==> src/hw/rtl/dsil_pkg.sv <==
// ----------------------------------------------------------------------------
// dsil_pkg
// Shared types and constants for the depth sorted insert list.
// ----------------------------------------------------------------------------
`default_nettype none

package dsil_pkg;

  localparam int ID_W               = 16;
  localparam int COORD_W            = 16;
  localparam int KEY_W              = 38;
  localparam int CFG_IDX_W          = 2;
  localparam int CFG_DATA_W         = 16;
  localparam int DEFAULT_LIST_DEPTH = 64;

  localparam logic [KEY_W-1:0] FAR_KEY = 38'd4000000000;

  localparam logic [CFG_IDX_W-1:0] CFG_VIEW_X = 2'd0;
  localparam logic [CFG_IDX_W-1:0] CFG_VIEW_Y = 2'd1;
  localparam logic [CFG_IDX_W-1:0] CFG_VIEW_Z = 2'd2;

  typedef enum logic [1:0] {
    REQ_INSERT = 2'd0,
    REQ_APPEND = 2'd1,
    REQ_DRAIN  = 2'd2,
    REQ_NONE   = 2'd3
  } req_t;

  typedef enum logic [1:0] {
    STAT_STORED  = 2'd0,
    STAT_FULL    = 2'd1,
    STAT_DRAINED = 2'd2,
    STAT_EMPTY   = 2'd3
  } status_t;

  typedef enum logic [1:0] {
    S_IDLE  = 2'd0,
    S_KEY   = 2'd1,
    S_CMP   = 2'd2,
    S_DRAIN = 2'd3
  } state_t;

  typedef enum logic [2:0] {
    CMD_HOLD   = 3'd0,
    CMD_CMP    = 3'd1,
    CMD_INSERT = 3'd2,
    CMD_APPEND = 3'd3,
    CMD_DRAIN  = 3'd4
  } cell_cmd_t;

  typedef struct packed {
    logic             valid;
    logic             ge;
    logic [KEY_W-1:0] key;
    logic [ID_W-1:0]  handle;
  } cell_link_t;

endpackage

`default_nettype wire

==> src/hw/rtl/dsil_cell.sv <==
// ----------------------------------------------------------------------------
// dsil_cell
// One list slot: compares against a new key and shifts with its neighbors.
// ----------------------------------------------------------------------------
`default_nettype none

module dsil_cell (
  input  wire logic                        clk,
  input  wire logic                        rst_n,
  input  wire dsil_pkg::cell_cmd_t         cmd,
  input  wire logic [dsil_pkg::KEY_W-1:0]  new_key,
  input  wire logic [dsil_pkg::ID_W-1:0]   new_handle,
  input  wire dsil_pkg::cell_link_t        prev_link,
  input  wire dsil_pkg::cell_link_t        next_link,
  input  wire logic                        sfx_in,
  output logic                             sfx_out,
  output dsil_pkg::cell_link_t             link
);
  import dsil_pkg::*;

  logic             valid_r, valid_nxt;
  logic             ge_r, ge_nxt;
  logic [KEY_W-1:0] key_r, key_nxt;
  logic [ID_W-1:0]  handle_r, handle_nxt;

  always_comb begin
    valid_nxt  = valid_r;
    ge_nxt     = ge_r;
    key_nxt    = key_r;
    handle_nxt = handle_r;
    case (cmd)
      CMD_CMP: begin
        ge_nxt = valid_r && (key_r >= new_key);
      end
      CMD_INSERT: begin
        ge_nxt = 1'b0;
        if (!sfx_in && !ge_r) begin
          if (prev_link.ge) begin
            valid_nxt  = 1'b1;
            key_nxt    = new_key;
            handle_nxt = new_handle;
          end else begin
            valid_nxt  = prev_link.valid;
            key_nxt    = prev_link.key;
            handle_nxt = prev_link.handle;
          end
        end
      end
      CMD_APPEND: begin
        if (!valid_r && prev_link.valid) begin
          valid_nxt  = 1'b1;
          key_nxt    = new_key;
          handle_nxt = new_handle;
        end
      end
      CMD_DRAIN: begin
        valid_nxt  = next_link.valid;
        key_nxt    = next_link.key;
        handle_nxt = next_link.handle;
      end
      default: begin
      end
    endcase
  end

  always_ff @(posedge clk) begin
    if (!rst_n) begin
      valid_r <= 1'b0;
      ge_r    <= 1'b0;
    end else begin
      valid_r <= valid_nxt;
      ge_r    <= ge_nxt;
    end
  end

  always_ff @(posedge clk) begin
    key_r    <= key_nxt;
    handle_r <= handle_nxt;
  end

  assign sfx_out     = sfx_in | ge_r;
  assign link.valid  = valid_r;
  assign link.ge     = ge_r;
  assign link.key    = key_r;
  assign link.handle = handle_r;

endmodule

`default_nettype wire

==> config.mk <==
export PLATFORM = sky130hd
export DESIGN_NAME = dsil_cell
export DESIGN_NICKNAME = d
export VERILOG_FILES = /design/src/hw/rtl/dsil_pkg.sv /design/src/hw/rtl/dsil_cell.sv
export SDC_FILE = /design/constraint.sdc
export NUM_CORES = 1
export LEC_CHECK = 0
export ABC_AREA = 1
export BUFFER_PORTS_ARGS = -buffer_cell sky130_fd_sc_hd__buf_2
export CAP_MARGIN = 25
export CORE_ASPECT_RATIO = 1.75
export CORE_UTILIZATION = 50
export CTS_CLUSTER_DIAMETER = 60
export CTS_CLUSTER_SIZE = 20
export DETAILED_ROUTE_END_ITERATION = 8
export PLACE_DENSITY = 0.86
export REMOVE_ABC_BUFFERS = 1
export SYNTH_ARGS = -nofsm -noshare
export SYNTH_HDL_FRONTEND = slang
export SYNTH_SLANG_ARGS = --single-unit
==> constraint.sdc <==
create_clock -name clk -period 5.9 [get_ports clk]
set_clock_uncertainty 0.2 [all_clocks]
set_input_delay 0.59 -clock clk [delete_from_list [all_inputs] [get_ports clk]]
set_output_delay 0.59 -clock clk [all_outputs]
set_load 0.05 [all_outputs]
==> impl_metrics.toml <==
[clocking]
hold_buffers = 0
root_buffer = "clkbuf_16"
clk_pin_slew_worst_paths_ns = 0.07
cts-buffers-inserted = 5
cts_htree_levels = 2
postCtsSetupBuffers = 0
cts_tree = "built"
cts-resized-gates = 0
clockBufferDepth = 2
cts_sinks = 56
worstSkewPairLatency_ns = 0.29

[yosys]
synth_cell_types = 29
syn_avg_cell_area_um2 = 7.49
synthCells = 598
post_synth_instance_area_um2 = 4480
async_flop_share_pct = 0
ys_seq_area_share_pct = 37.1
synth_edf_count = 54
ys_ff_latch = 56
yosys_most_used_dff = "edfxtp_1"
synth-warning-count = 0

[grt]
antenna_found_initial = 0
grt_max_degree = 63
grt_first_pass_wirelength_mm = 19.6
grt_pass1_vias = 4647
grt_usage_pct = 26.7
grt-ovfl-total = 0

[cells_and_area]
antenna-diode-count = 0
area_delta_synth_final_pct = 29.4
layout.nets = 1016
final_layout_size_suffix_gt1_share_pct = 30.9

[pwr]
intPower_w = 0.000811
vdd_drop_max_v = 0.000129
combPwrFrac_pct = 32.2
power.density_nw_per_um2 = 212
switchingPower_w = 0.000416
p_seq_share_pct = 40.1
leakagePower_nw = 3.02
switching_share_pct = 33.9
pwr-share-clk_pct = 27.7

[sta]
drv_slew = 0
slew-limit-headroom_pct = 30.9
fin_crit_sh_pct = 45.1
setup_slack_ns = 3.24
final_hold_viol_count = 0
setup_viol = 0
fmax_mhz = 376
min_period_ns = 2.66
rsz0062_at_grt = "no"
tightest_slew_ns = 1.04
setup_tns_ns = 0

[detailed_routing]
dr.pass1.iters = 4
num_vias = 4745
viasPerCell = 5.14
drt_iter0_markers = 251
post-route-drc-count = 0
routed_wl_mm = 12.4
wl_per_cell_um = 13.4
antenna_left = 0

[worst_setup_path]
critPathSlowestCell = "nor2_8"
crit_chain = "buf_2 > or2_4 > nor2_8 > nor2_4 > buf_4 > nand2_1 > o211ai_1"
worst-path-max-fanout = 57
path_delay_family = "simple AND/OR/NAND/NOR gates"
r2r_cells = 9
slowest_delay_ns = 0.60
critPathBufInv = 2
crit_path_end_kind = "register"
startpoint_type = "primary input"
r2r_slack_ns = 3.98
crit_type = "primary input to register"
worstPathRequired_ns = 5.70
crit_arrival_ns = 2.46
r2r_start = "key_r[37]"
timing.rr.end = "ge_r"

[die]
dieArea_um2 = 9350
io_pins = 229
start_util_pct = 51.6
core_um2 = 8670
rows = 45
dieWidth_um = 73.5
die_h_um = 127

[run]
drv_cap = 0

[placement]
place_congestion = 0.926
hpwl_mm = 9.35
numPortBuffers = 227
dp_slack_ns = 2.73

[hold_path]
holdCritStartpoint = "ge_r"
hp-class = "register to register"
min_path_cells = 2
whs_endpoint = "ge_r"

[outcome]
status = "completed"
==> synth_stat cells (3+ instances only) <==
| library cell | count | area (µm²) |
|---|---|---|
| edfxtp_1 | 54 | 1620 |
| nand2_1 | 224 | 841 |
| a21oi_1 | 13 | 65.1 |
| inv_2 | 3 | 11.3 |
| inv_1 | 82 | 308 |
| nor2_1 | 15 | 56.3 |
| ha_1 | 38 | 475 |
| nor3_1 | 3 | 15.0 |
| o21ai_0 | 57 | 285 |
| clkbuf_1 | 11 | 41.3 |
| nand3_1 | 9 | 45.0 |
| buf_6 | 6 | 67.6 |
| buf_2 | 8 | 40.0 |
| o211ai_1 | 54 | 405 |
==> worst max-delay path by stage <==
| stage | from | end | slack, ns | cells after the start |
|---|---|---|---|---|
| 2_1_floorplan | cmd[0] | handle_r[0] | 3.36 | 6 |
| 3_3_place_gp | cmd[0] | handle_r[7] | 2.77 | 7 |
| 3_5_place_dp | cmd[0] | key_r[23] | 2.73 | 7 |
| 4_1_cts | cmd[0] | key_r[22] | 3.03 | 7 |
| 5_1_grt | cmd[0] | key_r[4] | 3.13 | 7 |
| 6_report | cmd[0] | key_r[3] | 3.24 | 7 |
==> placed cells by master, fill, tap and decap left out <==
cell,Yosys,layout
a21o_1,2,2
a21oi_1,13,13
a22oi_1,1,1
a41oi_2,1,1
buf_16,0,1
buf_2,8,227
buf_4,2,2
bufinv_16,0,1
clkbuf_1,11,1
clkbuf_16,0,5
clkinv_2,1,2
dfxtp_1,2,2
edfxtp_1,54,54
ha_1,38,38
inv_1,82,82
inv_2,3,3
nand2_1,224,224
nand3_1,9,9
nand3b_1,1,1
nand4_1,2,2
nor2_1,15,15
nor2_2,1,1
nor2_4,2,2
nor2_8,1,1
nor3_1,3,3
o211ai_1,54,54
o21ai_0,57,57
o21ai_2,1,1
or2_2,1,1
or2_4,1,1
==> cells by family after synthesis <==
family	Yosys count	synth area share (%)
buf+inv	115	11.1
flops	56	37.1
compound gates	129	17.9
simple gates	260	23.3
fa+ha+maj	38	10.6
==> state kept, by name, summed over array words and instances, names as in the netlist <==
name      cells
ge_r          1
key_r        38
handle_r     16
valid_r       1
==> layer usage <==
metal / vias to the layer above / wire, µm / GRT usage, %
li1: 2400 / - / -
met3: 50 / 568 / 4.02
met5: - / 0 / 0
met4: 0 / 635 / 14.8
met1: 2103 / 4580 / 27.6
met2: 192 / 6640 / 49.3
==> power groups by stage <==
stage / Sequential [W] / Combinational [W] / Clock (W)
floorplan: 0.000600 / 0.000161 / 0
global placement: 0.000500 / 0.000378 / 0
detailed placement: 0.000502 / 0.000391 / 0
CTS: 0.000493 / 0.000392 / 0.000348
global route: 0.000495 / 0.000436 / 0.000362
finish: 0.000492 / 0.000395 / 0.000340
==> per-stage QoR <==
step	instances	instance area, µm²	hold slack (ns)	power [W]	util (%)
after floorplan	569	4310	0.487	0.000761	-
after global placement	915	5600	0.267	0.000878	64.6
after detailed placement	915	5600	0.278	0.000892	64.6
after CTS	923	5770	0.289	0.00123	66.5
after global routing	924	5790	0.333	0.00129	66.8
final	924	5790	0.293	0.00123	66.8
==> area by class of cell <==
class | count | area, µm²
Sequential cell | 56 | 1660
Multi-Input combinational cell | 427 | 2320
Fill cell | 783 | 2880
Clock inverter | 2 | 35.0
Timing Repair Buffer | 230 | 1180
Inverter | 86 | 324
Tap cell | 117 | 146
Clock buffer | 6 | 129
==> worst reg2reg max path, cell delays in order, from the launching register on <==
cell	delay, ns
edfxtp_1	0.41
ha_1	0.32
nand2_1	0.09
nor2_2	0.15
nand3_1	0.11
nor2_1	0.17
nand3_1	0.10
nand4_1	0.14
nand2_1	0.07
a21oi_1	0.11
Power figures use the tool's default switching activity.
