$ cat src/hw/rtl/dsil_pkg.sv
// ----------------------------------------------------------------------------
// dsil_pkg
// Shared types and constants for the depth sorted insert list.
// ----------------------------------------------------------------------------
`default_nettype none

package dsil_pkg;

  localparam int ID_W               = 16;
  localparam int COORD_W            = 16;
  localparam int KEY_W              = 38;
  localparam int CFG_IDX_W          = 2;
  localparam int CFG_DATA_W         = 16;
  localparam int DEFAULT_LIST_DEPTH = 64;

  localparam logic [KEY_W-1:0] FAR_KEY = 38'd4000000000;

  localparam logic [CFG_IDX_W-1:0] CFG_VIEW_X = 2'd0;
  localparam logic [CFG_IDX_W-1:0] CFG_VIEW_Y = 2'd1;
  localparam logic [CFG_IDX_W-1:0] CFG_VIEW_Z = 2'd2;

  typedef enum logic [1:0] {
    REQ_INSERT = 2'd0,
    REQ_APPEND = 2'd1,
    REQ_DRAIN  = 2'd2,
    REQ_NONE   = 2'd3
  } req_t;

  typedef enum logic [1:0] {
    STAT_STORED  = 2'd0,
    STAT_FULL    = 2'd1,
    STAT_DRAINED = 2'd2,
    STAT_EMPTY   = 2'd3
  } status_t;

  typedef enum logic [1:0] {
    S_IDLE  = 2'd0,
    S_KEY   = 2'd1,
    S_CMP   = 2'd2,
    S_DRAIN = 2'd3
  } state_t;

  typedef enum logic [2:0] {
    CMD_HOLD   = 3'd0,
    CMD_CMP    = 3'd1,
    CMD_INSERT = 3'd2,
    CMD_APPEND = 3'd3,
    CMD_DRAIN  = 3'd4
  } cell_cmd_t;

  typedef struct packed {
    logic             valid;
    logic             ge;
    logic [KEY_W-1:0] key;
    logic [ID_W-1:0]  handle;
  } cell_link_t;

endpackage

`default_nettype wire

$ cat src/hw/rtl/dsil_key.sv
// ----------------------------------------------------------------------------
// dsil_key
// Three stage distance key pipeline: axis deltas, squares, sum and far select.
// ----------------------------------------------------------------------------
`default_nettype none

module dsil_key (
  input  wire logic                                clk,
  input  wire logic                                rst_n,
  input  wire logic                                go,
  input  wire logic                                far,
  input  wire logic signed [dsil_pkg::COORD_W-1:0] view_x,
  input  wire logic signed [dsil_pkg::COORD_W-1:0] view_y,
  input  wire logic signed [dsil_pkg::COORD_W-1:0] view_z,
  input  wire logic signed [dsil_pkg::COORD_W-1:0] origin_x,
  input  wire logic signed [dsil_pkg::COORD_W-1:0] origin_y,
  input  wire logic signed [dsil_pkg::COORD_W-1:0] origin_z,
  input  wire logic signed [dsil_pkg::COORD_W-1:0] box_min_x,
  input  wire logic signed [dsil_pkg::COORD_W-1:0] box_min_y,
  input  wire logic signed [dsil_pkg::COORD_W-1:0] box_min_z,
  input  wire logic signed [dsil_pkg::COORD_W-1:0] box_max_x,
  input  wire logic signed [dsil_pkg::COORD_W-1:0] box_max_y,
  input  wire logic signed [dsil_pkg::COORD_W-1:0] box_max_z,
  output logic                                     done,
  output logic [dsil_pkg::KEY_W-1:0]               key
);
  import dsil_pkg::*;

  localparam int D_W  = COORD_W + 3;
  localparam int A_W  = COORD_W + 2;
  localparam int SQ_W = 2 * A_W;

  logic signed [D_W-1:0] dx, dy, dz;
  logic [A_W-1:0]  ax_nxt, ay_nxt, az_nxt;
  logic [A_W-1:0]  ax_r, ay_r, az_r;
  logic [SQ_W-1:0] sx_r, sy_r, sz_r;
  logic [KEY_W-1:0] key_r, key_nxt;
  logic v1_r, v2_r, done_r;
  logic far1_r, far2_r;

  always_comb begin
    dx = (D_W'(view_x) <<< 1) - (D_W'(origin_x) <<< 1) - D_W'(box_min_x) - D_W'(box_max_x);
    dy = (D_W'(view_y) <<< 1) - (D_W'(origin_y) <<< 1) - D_W'(box_min_y) - D_W'(box_max_y);
    dz = (D_W'(view_z) <<< 1) - (D_W'(origin_z) <<< 1) - D_W'(box_min_z) - D_W'(box_max_z);
    ax_nxt = dx[D_W-1] ? A_W'(-dx) : A_W'(dx);
    ay_nxt = dy[D_W-1] ? A_W'(-dy) : A_W'(dy);
    az_nxt = dz[D_W-1] ? A_W'(-dz) : A_W'(dz);
    key_nxt = far2_r ? FAR_KEY : KEY_W'(sx_r) + KEY_W'(sy_r) + KEY_W'(sz_r);
  end

  always_ff @(posedge clk) begin
    if (!rst_n) begin
      v1_r   <= 1'b0;
      v2_r   <= 1'b0;
      done_r <= 1'b0;
    end else begin
      v1_r   <= go;
      v2_r   <= v1_r;
      done_r <= v2_r;
    end
  end

  always_ff @(posedge clk) begin
    if (go) begin
      ax_r   <= ax_nxt;
      ay_r   <= ay_nxt;
      az_r   <= az_nxt;
      far1_r <= far;
    end
    if (v1_r) begin
      sx_r   <= SQ_W'(ax_r) * SQ_W'(ax_r);
      sy_r   <= SQ_W'(ay_r) * SQ_W'(ay_r);
      sz_r   <= SQ_W'(az_r) * SQ_W'(az_r);
      far2_r <= far1_r;
    end
    if (v2_r) begin
      key_r <= key_nxt;
    end
  end

  assign done = done_r;
  assign key  = key_r;

endmodule

`default_nettype wire

$ cat config.mk
export PLATFORM = sky130hd
export DESIGN_NAME = dsil_key
export DESIGN_NICKNAME = d
export VERILOG_FILES = /design/src/hw/rtl/dsil_pkg.sv /design/src/hw/rtl/dsil_key.sv
export SDC_FILE = /design/constraint.sdc
export NUM_CORES = 2
export LEC_CHECK = 0
export BUFFER_PORTS_ARGS = -buffer_cell sky130_fd_sc_hd__buf_2
export CORE_MARGIN = 1.5
export CORE_UTILIZATION = 36
export DETAILED_ROUTE_END_ITERATION = 12
export HOLD_SLACK_MARGIN = 0.12
export SETUP_SLACK_MARGIN = 0.4
export SLEW_MARGIN = 20
export SYNTH_ARGS = -nofsm -noshare
export SYNTH_HDL_FRONTEND = slang
export SYNTH_SLANG_ARGS = --single-unit
$ cat constraint.sdc
create_clock -name clk -period 17.59 [get_ports clk]
set_input_delay 0 -clock clk [delete_from_list [all_inputs] [get_ports clk]]
set_output_delay 0 -clock clk [all_outputs]
set_load 0.005 [all_outputs]
==> flow_summary.json <==
{
  "synth_ff_type": "edfxtp_1",
  "wirelength_mm": 89.8,
  "dp_slack_ns": 10.27,
  "rsz0062_at_grt": "false",
  "syn_area_um2": 41600,
  "n_antenna_cell": 0,
  "cts_made_buffers": 24,
  "path_clk_slew_ns": 0.06,
  "holdCritPathClass": "in2reg",
  "period_needed_ns": 7.42,
  "drt_pass1_iterations": 11,
  "synth_top_area_share_pct": 37.9,
  "antenna_found_initial": 0,
  "drive_gt1_share_pct": 6.97,
  "grt_pass1_wl_mm": 149,
  "num_vias": 28200,
  "drcViolationCount": 10,
  "layout.nets": 5873,
  "grt_pass1_vias": 29800,
  "clockBufferDepth": 3,
  "syn_area_per_cell_um2": 9.74,
  "h-tree-depth": 1,
  "viasPerCell": 4.71,
  "setup_slack_ns": 10.17,
  "synth_enable_flop_cells": 199,
  "area_delta_synth_final_pct": 8.94,
  "crit_chain": "and2_1 -> inv_1 -> fa_1 -> inv_1 -> fa_1 -> inv_1 -> fa_1 -> fa_1 -> inv_1 -> fa_1 -> inv_1 -> fa_1 -> inv_1 -> ha_1 -> and4_1 -> nand3_1 -> o21a_1 -> a211oi_1 -> a21oi_1 -> a311o_1 -> o21ai_0 -> o21a_1 -> nor2_1 -> xnor2_1",
  "setup_tns_ns": 0,
  "final-setup-viol-count": 0,
  "fmax_mhz": 135,
  "grt_max_degree": 69,
  "required_ns": 17.90,
  "violations": "design-rule violations",
  "yosysSeqAreaShare_pct": 14.5,
  "worst_setup_path_start_kind": "register",
  "grtUsageTotal_pct": 15.6,
  "nFillCells": 11400,
  "synth_top_cell_by_area": "fa_1",
  "place_hpwl_mm": 75.5,
  "max_cap_viol_count": 0,
  "core_region_area_um2": 115000,
  "fin_crit_sh_pct": 42.2,
  "max_slew_margin_pct": 39.6,
  "critPathKind": "reg2reg",
  "clock_latency_ns": 0.59,
  "overflow": 0,
  "slew_viol_final": 0,
  "fp.dieH_um": 343,
  "die-area_um2": 118000,
  "cp-end-kind": "register",
  "slowest_stage": "edfxtp_1",
  "ys_seq_elements": 202,
  "initial_core_util_pct": 36.3,
  "yosys.cell_count.top_type": "inv_1",
  "num_rows": 124,
  "routabilityCongestion": 0.862,
  "ant_nets": 0,
  "syn_inst": 4273,
  "finalHoldViolCount": 0,
  "synthTopCellsByArea": "fa_1 (38%), edfxtp_1 (14%), ha_1 (13%), inv_1 (10%), xnor2_1 (3.4%)",
  "cts_num_sinks": 202,
  "synth-warning-count": 0,
  "synthDistinctLibCells": 79,
  "cts_root_buf": "clkbuf_16",
  "portBuffers": 234,
  "worst_pin_slew_ns": 0.906,
  "worstPathArrival_ns": 7.73,
  "async_reset_ff_share_pct": 0,
  "first_iter_violations": 1372,
  "finClkSkew_ns": 0.0265,
  "cts_tree": "done",
  "status": "complete, but fails checks",
  "num_io_pins": 235,
  "fp.dieW_um": 343,
  "crit_fanout": 18,
  "critPathMaxStageDelay_ns": 0.84,
  "yosys-top-cells-count": "inv_1 (1133), fa_1 (788), ha_1 (429)",
  "post_drt_wl_per_cell_um": 15.0
}
==> cells in the final DEF, fill, tap and decap left out, drive strengths merged, types with 6 or more instances in the layout <==
master,instances
nand2b,34
a21oi,150
mux2,6
and2,181
dlygate4sd3,9
a2111oi,11
or3,8
buf,242
ha,429
o21a,25
a21o,95
o21bai,23
nand4,19
nor2b,39
o31ai,13
xnor2,163
nor2,138
a211o,6
inv,1135
clkbuf,27
nor3,36
nand2,334
or2,15
edfxtp,199
fa,788
a211oi,21
and3,17
clkinv,9
a31oi,18
o211ai,8
nor4,6
o21ai,82
xor2,72
nand3,23
mux2i,7
==> kinds of logic (layout without fill, tap and decap cells) <==
kind of cell / count (synthesis) / in the layout / share of synthesized area (%)
buf+inv: 1225 / 1427 / 11.1
other cells: 1 / 3 / 0.00901
compound gates: 501 / 501 / 7.88
mux: 13 / 13 / 0.331
fa+ha+maj: 1217 / 1217 / 50.8
xor+xnor: 236 / 236 / 5.00
flops: 202 / 202 / 14.5
simple gates: 878 / 878 / 10.4
==> critical path: cells and delay by family (launching register included) <==
family / cells / cell delay (ns)
buffers and inverters: 6 / 0.36
adder cells (fa/ha/maj): 7 / 3.46
AO/OA/AOI/OAI: 6 / 1.74
AND/OR/NAND/NOR: 4 / 0.62
flip-flops: 1 / 0.84
XOR/XNOR: 1 / 0.13
==> area by class of cell <==
cell class / count / area, um2 / area share, %
clock buffers: 27 / 612 / 1.35
clock inverters: 16 / 224 / 0.494
inverters: 1133 / 4250 / 9.38
multi-input cells: 2848 / 31000 / 68.3
flip-flops and latches: 202 / 6040 / 13.3
well taps: 1512 / 1890 / 4.17
repair buffers: 251 / 1330 / 2.94
==> worst paths after layout <==
check / from / to / slack (ns) / depth (start not counted)
setup / recovery: ax_r[5] / sx_r[32] / 10.17 / 24
hold / removal: far / far1_r / 0.17 / 2
setup reg to reg: ax_r[5] / sx_r[32] / 10.17 / 24
hold reg to reg: far1_r / far2_r / 0.43 / 0
==> state kept, by name, summed over array words and instances, names as in the netlist <==
name    cells
ax_r       18
ay_r       18
az_r       18
done        1
far1_r      1
far2_r      1
key        38
sx_r       35
sy_r       35
sz_r       35
v1_r        1
v2_r        1
==> timing repair <==
action,in CTS,in global routing
endpoints found under the setup margin,0,0
resized for setup,0,0
hold buffers,9,0
setup buffers,0,0
endpoints found under the hold margin,32,0
==> per-layer routing <==
metal	GRT usage, %	wire, um	vias up
met5	0	0	-
met4	3.18	1740	0
met3	2.32	4360	91
met2	27.0	43700	525
met1	20.7	40000	14000
li1	-	-	13500
==> per-stage QoR <==
| stage | area (um2) | util (%) | hold slack (ns) | instances |
|---|---|---|---|---|
| final | 45300 | 39.6 | 0.172 | 5989 |
| after detailed placement | 44400 | 38.8 | 0.205 | 5936 |
| after floorplan | 41600 | - | 0.0989 | 4275 |
| after global routing | 45300 | 39.6 | 0.175 | 5989 |
| after global placement | 44400 | 38.8 | 0.203 | 5936 |
| after CTS | 45300 | 39.6 | 0.143 | 5988 |
Power is not shown: default switching activity piles up to over one toggle a cycle in this logic, so the estimate is an artifact.
